[config.mk]
export PLATFORM = sky130hd
export DESIGN_NAME = rshe_isqrt
export DESIGN_NICKNAME = d
export VERILOG_FILES = /design/src/rshe_pkg.sv /design/src/rshe_isqrt.sv
export SDC_FILE = /design/constraint.sdc
export NUM_CORES = 2
export LEC_CHECK = 0
export BUFFER_PORTS_ARGS = -buffer_cell sky130_fd_sc_hd__buf_2
export CAP_MARGIN = 15
export CELL_PAD_IN_SITES_DETAIL_PLACEMENT = 1
export CELL_PAD_IN_SITES_GLOBAL_PLACEMENT = 2
export CORE_MARGIN = 2
export CORE_UTILIZATION = 45
export DETAILED_ROUTE_END_ITERATION = 10
export PLACE_DENSITY_LB_ADDON = 0.1
export SLEW_MARGIN = 10
export SYNTH_ARGS = -nofsm -noshare
export SYNTH_HDL_FRONTEND = slang
export SYNTH_SLANG_ARGS = --single-unit
[constraint.sdc]
create_clock -name i_clk -period 10.9 [get_ports i_clk]
set_input_delay 1.635 -clock i_clk [delete_from_list [all_inputs] [get_ports i_clk]]
set_output_delay 1.635 -clock i_clk [all_outputs]
set_load 0.05 [all_outputs]
[src/rshe_pkg.sv]
package rshe_pkg;

    // iterations of the square root and divider units done per pipeline stage
    localparam int STEPS_PER_STAGE = 2;

    localparam int OUT_W = 18;

    typedef enum logic [1:0] {
        ST_OK   = 2'd0,
        ST_ZERO = 2'd1,
        ST_BAD  = 2'd2
    } t_status;

    typedef enum logic [0:0] {
        CFG_DEGREE = 1'b0,
        CFG_ORDER  = 1'b1
    } t_cfg_idx;

endpackage

[src/rshe_isqrt.sv]
module rshe_isqrt #(
    parameter int SW = 62,
    localparam int RW = SW / 2,
    localparam int NSTG = (RW + rshe_pkg::STEPS_PER_STAGE - 1) / rshe_pkg::STEPS_PER_STAGE
) (
    input  logic            i_clk,
    input  logic [NSTG-1:0] i_ld,
    input  logic [SW-1:0]   i_rad,
    output logic [RW-1:0]   o_root
);
    import rshe_pkg::*;

    localparam int REMW = RW + 2;

    logic [SW-1:0]   r_rad  [NSTG];
    logic [REMW-1:0] r_rem  [NSTG];
    logic [RW-1:0]   r_root [NSTG];

    for (genvar k = 0; k < NSTG; k++) begin : g_stg
        logic [SW-1:0]   p_rad;
        logic [REMW-1:0] p_rem;
        logic [RW-1:0]   p_root;
        logic [SW-1:0]   n_rad;
        logic [REMW-1:0] n_rem;
        logic [RW-1:0]   n_root;

        if (k == 0) begin : g_first
            assign p_rad  = i_rad;
            assign p_rem  = '0;
            assign p_root = '0;
        end else begin : g_next
            assign p_rad  = r_rad[k-1];
            assign p_rem  = r_rem[k-1];
            assign p_root = r_root[k-1];
        end

        // one result bit per step: bring down two radicand bits, try 4*root+1
        always_comb begin
            logic [REMW+1:0] rem2;
            logic [REMW+1:0] trial;
            n_rad  = p_rad;
            n_rem  = p_rem;
            n_root = p_root;
            rem2   = '0;
            trial  = '0;
            for (int j = 0; j < STEPS_PER_STAGE; j++) begin
                if (k * STEPS_PER_STAGE + j < RW) begin
                    rem2  = {n_rem, n_rad[SW-1 -: 2]};
                    trial = {2'b00, n_root, 2'b01};
                    n_rad = n_rad << 2;
                    if (rem2 >= trial) begin
                        rem2   = rem2 - trial;
                        n_root = {n_root[RW-2:0], 1'b1};
                    end else begin
                        n_root = {n_root[RW-2:0], 1'b0};
                    end
                    n_rem = rem2[REMW-1:0];
                end
            end
        end

        always_ff @(posedge i_clk) begin
            if (i_ld[k]) begin
                r_rad[k]  <= n_rad;
                r_rem[k]  <= n_rem;
                r_root[k] <= n_root;
            end
        end
    end

    assign o_root = r_root[NSTG-1];

endmodule

==> run metrics <==
pins over their slew limit=0; cell row count=152; Final Setup Violations=0; die width=420 um; Multi-input gate area=39300 um^2; CTS Buffer Depth=3; CTS tree=yes; die area=176000 um^2; global-route wire length before repair=362000 um; CTS H-tree depth=4; clock sinks=1194; RSZ-0062 raised after global routing=no; Reg clk slew, reported paths=70 ps; grt ovf=0; post-route ant nets=0; Synth Flop Type=edfxtp_1; total CTS buffers=139; FF-to-FF setup slack=2650 ps; MaxCap Viol Count=0; R2R cell count=23; synthesis-stage register bit count=1194; synth warn=0; later-pin clock latency in the skew report=810 ps; Die Ht=420 um; Seq. cell area=35900 um^2; ys async rst share=0%; synthesized area=77700 um^2; HP Class=reg -> reg; I/O Pins=110; total core area=172000 um^2; clock period minus worst slack=8250 ps; post-layout util=49.7%; fin nets=8316; final setup skew=56.9 ps; Worst-Margin Slew=1140 ps; drt pass-1 iters=5; Crit. End Element=flop; final-report hold violation count=0; GR Util All Layers=26.3%; Worst Hold Path Cells=0; CTS root buf=clkbuf_16; Area growth syn-to-layout=9.84%; Filler cells=18.9k; startpoint class of the critical path=flop; number of global-route vias before repair=60.6k; IO Port Bufs=109; initial antenna violation count=2; # Post-CTS Setup Buffers=0; routed wire length=234000 um; CP Cell Sequence=inv_1 > ha_1 > o21a_1 > o211ai_1 > a21oi_1 > o31ai_1 > o41a_1 > nand2_1 > inv_1 > o21ai_0 > ha_1 > and4_1 > nor3b_1 > a221o_1 > a31oi_1 > o21ai_0 > a221o_1 > or3b_1 > nor2_1 > buf_4 > inv_2 > and4_1 > or3b_1; Critical Path Fanout Max=44; crit path kind=reg -> reg; DRC=0; Initial Utilization=45.3%; pin count of the biggest net entering global routing=72; hpwl dp=184000 um; Leak=0.0334 uW; Slew HR=23.8%; Synth cell types=117; CP max-delay cell=inv_1; Post-Syn Area per Cell=10.2 um^2; status=completed; share of cells above drive strength 1=7.25%; cts hold-fix bufs=0; Worst Path Required=11450 ps; crit path DAT=8800 ps; period utilisation layout=75.7%; slowest stage delay, CP=740 ps; synthesized instance count=7636; post-route setup slack=2650 ps; Peak Freq=121 MHz; setup TNS=0 ps; worst vdd ir=0.147 mV; placer congestion estimate=0.922; pre-CTS setup slack=2650 ps; Post-synth EDFFs=1194; DR iter-0 viols=3729; Vias/cell=5.87; Post-CTS Resized=0; Seq/Total Area, Yosys=46.2%; via count=59.5k; Wirelength per Cell=23.1 um; Power Density=243 nW/um^2
-- placed cells by master (no fill, tap or decap), types with 113 or more instances in the layout --
master,count
a21o_1,274
a21oi_1,564
clkbuf_16,139
edfxtp_1,1194
ha_1,525
inv_1,444
nand2_1,620
nand3_1,197
nor2_1,567
nor3_1,209
nor4_1,113
o21ai_0,360
xnor2_1,436
xor2_1,266
-- area by class of cell --
class                   instances  share of cell area [%]
multi-input cells            5767                    46.0
flip-flops and latches       1194                    42.0
clock buffers                 167                    4.20
well taps                    2310                    3.39
inverters                     457                    2.01
clock inverters                84                    1.29
repair buffers                153                    1.06
diodes                          2                 0.00586
-- report_power, final --
group	total, uW	internal, uW	switching (uW)
logic	9150	3630	5520
clock network	4750	2710	2040
registers	6840	6170	668
-- registers in the layout, indices dropped and copies added (netlist names) --
name / flops
r_rem: 473
r_rad: 450
r_root: 271
-- through the flow --
stage / instances / hold WS (ps) / instance area [um^2] / total power [uW]
2_1_floorplan: 7638 / 400 / 77700 / 13300
3_3_place_gp: 9881 / 400 / 80600 / 15800
5_1_grt: 10100 / 411 / 85300 / 22100
4_1_cts: 10100 / 403 / 85300 / 20800
6_report: 10100 / 407 / 85300 / 20700
3_5_place_dp: 9881 / 406 / 80600 / 15900
-- critical path: cells and delay by family (launching register included) --
kind	cells	cell delay, ps
simple gates	7	1790
compound gates	10	3540
fa+ha+maj	2	750
buf+inv	4	1460
flops	1	420
-- kinds of logic after synthesis --
group | Yosys count | synth area share, %
and+or+nand+nor | 2473 | 16.2
AOI/OAI and AO/OA | 1946 | 16.3
DFF | 1194 | 46.2
xor gates and xnor gates | 703 | 7.93
buffers and inverters | 677 | 3.34
adders and majority gates | 525 | 8.46
muxes | 117 | 1.66
other | 1 | 0.00483
-- metal layers --
metal / vias to the layer above / track usage [%] / routed length [um]
met3: 285 / 2.64 / 7920
met2: 1010 / 43.4 / 110000
li1: 28600 / - / -
met1: 29600 / 37.2 / 111000
met4: 0 / 6.56 / 5650
met5: - / 0 / 0
-- path summary, 6_finish.rpt --
path / from / endpoint
worst min-delay path: r_rad[1][233]$_DFFE_PP_ / r_rad[1][297]$_DFFE_PP_
worst max register to register: r_root[1][93]$_DFFE_PP_ / r_rem[1][146]$_DFFE_PP_
worst max-delay path: r_root[1][93]$_DFFE_PP_ / r_rem[1][146]$_DFFE_PP_
worst min register to register: r_rad[1][233]$_DFFE_PP_ / r_rad[1][297]$_DFFE_PP_
-- cell usage after synthesis, types with 19 or more instances --
cell type / count / area share (%)
nor4b_1: 20 / 0.23
mux2_2: 80 / 1.2
nand4b_1: 22 / 0.25
a21oi_1: 564 / 3.6
buf_2: 24 / 0.15
o211ai_1: 33 / 0.32
or3_1: 80 / 0.64
nor3b_1: 30 / 0.29
nand2b_1: 72 / 0.58
mux2i_1: 27 / 0.35
o21bai_1: 82 / 0.79
clkbuf_1: 170 / 0.82
or2_2: 42 / 0.34
or4_1: 38 / 0.37
edfxtp_1: 1194 / 46
a2111oi_0: 22 / 0.25
nand4_1: 111 / 0.89
o21a_1: 97 / 0.94
nor4_1: 113 / 0.91
nand3b_1: 35 / 0.34
nand2_1: 620 / 3.0
a31oi_1: 78 / 0.63
o21ai_1: 28 / 0.18
buf_1: 20 / 0.097
nor2b_1: 88 / 0.71
a21boi_0: 19 / 0.18
ha_1: 525 / 8.5
and4_1: 33 / 0.37
o31ai_1: 77 / 0.74
o21ai_0: 360 / 2.3
and3_1: 76 / 0.61
and2_1: 47 / 0.38
a211oi_1: 58 / 0.56
xnor2_1: 436 / 4.9
xor2_1: 266 / 3.0
a211o_1: 26 / 0.29
inv_1: 444 / 2.1
nor2_1: 569 / 2.7
nor3_1: 211 / 1.4
nand3_1: 197 / 1.3
a21o_1: 274 / 2.6
(Power assumes the default switching activity.)
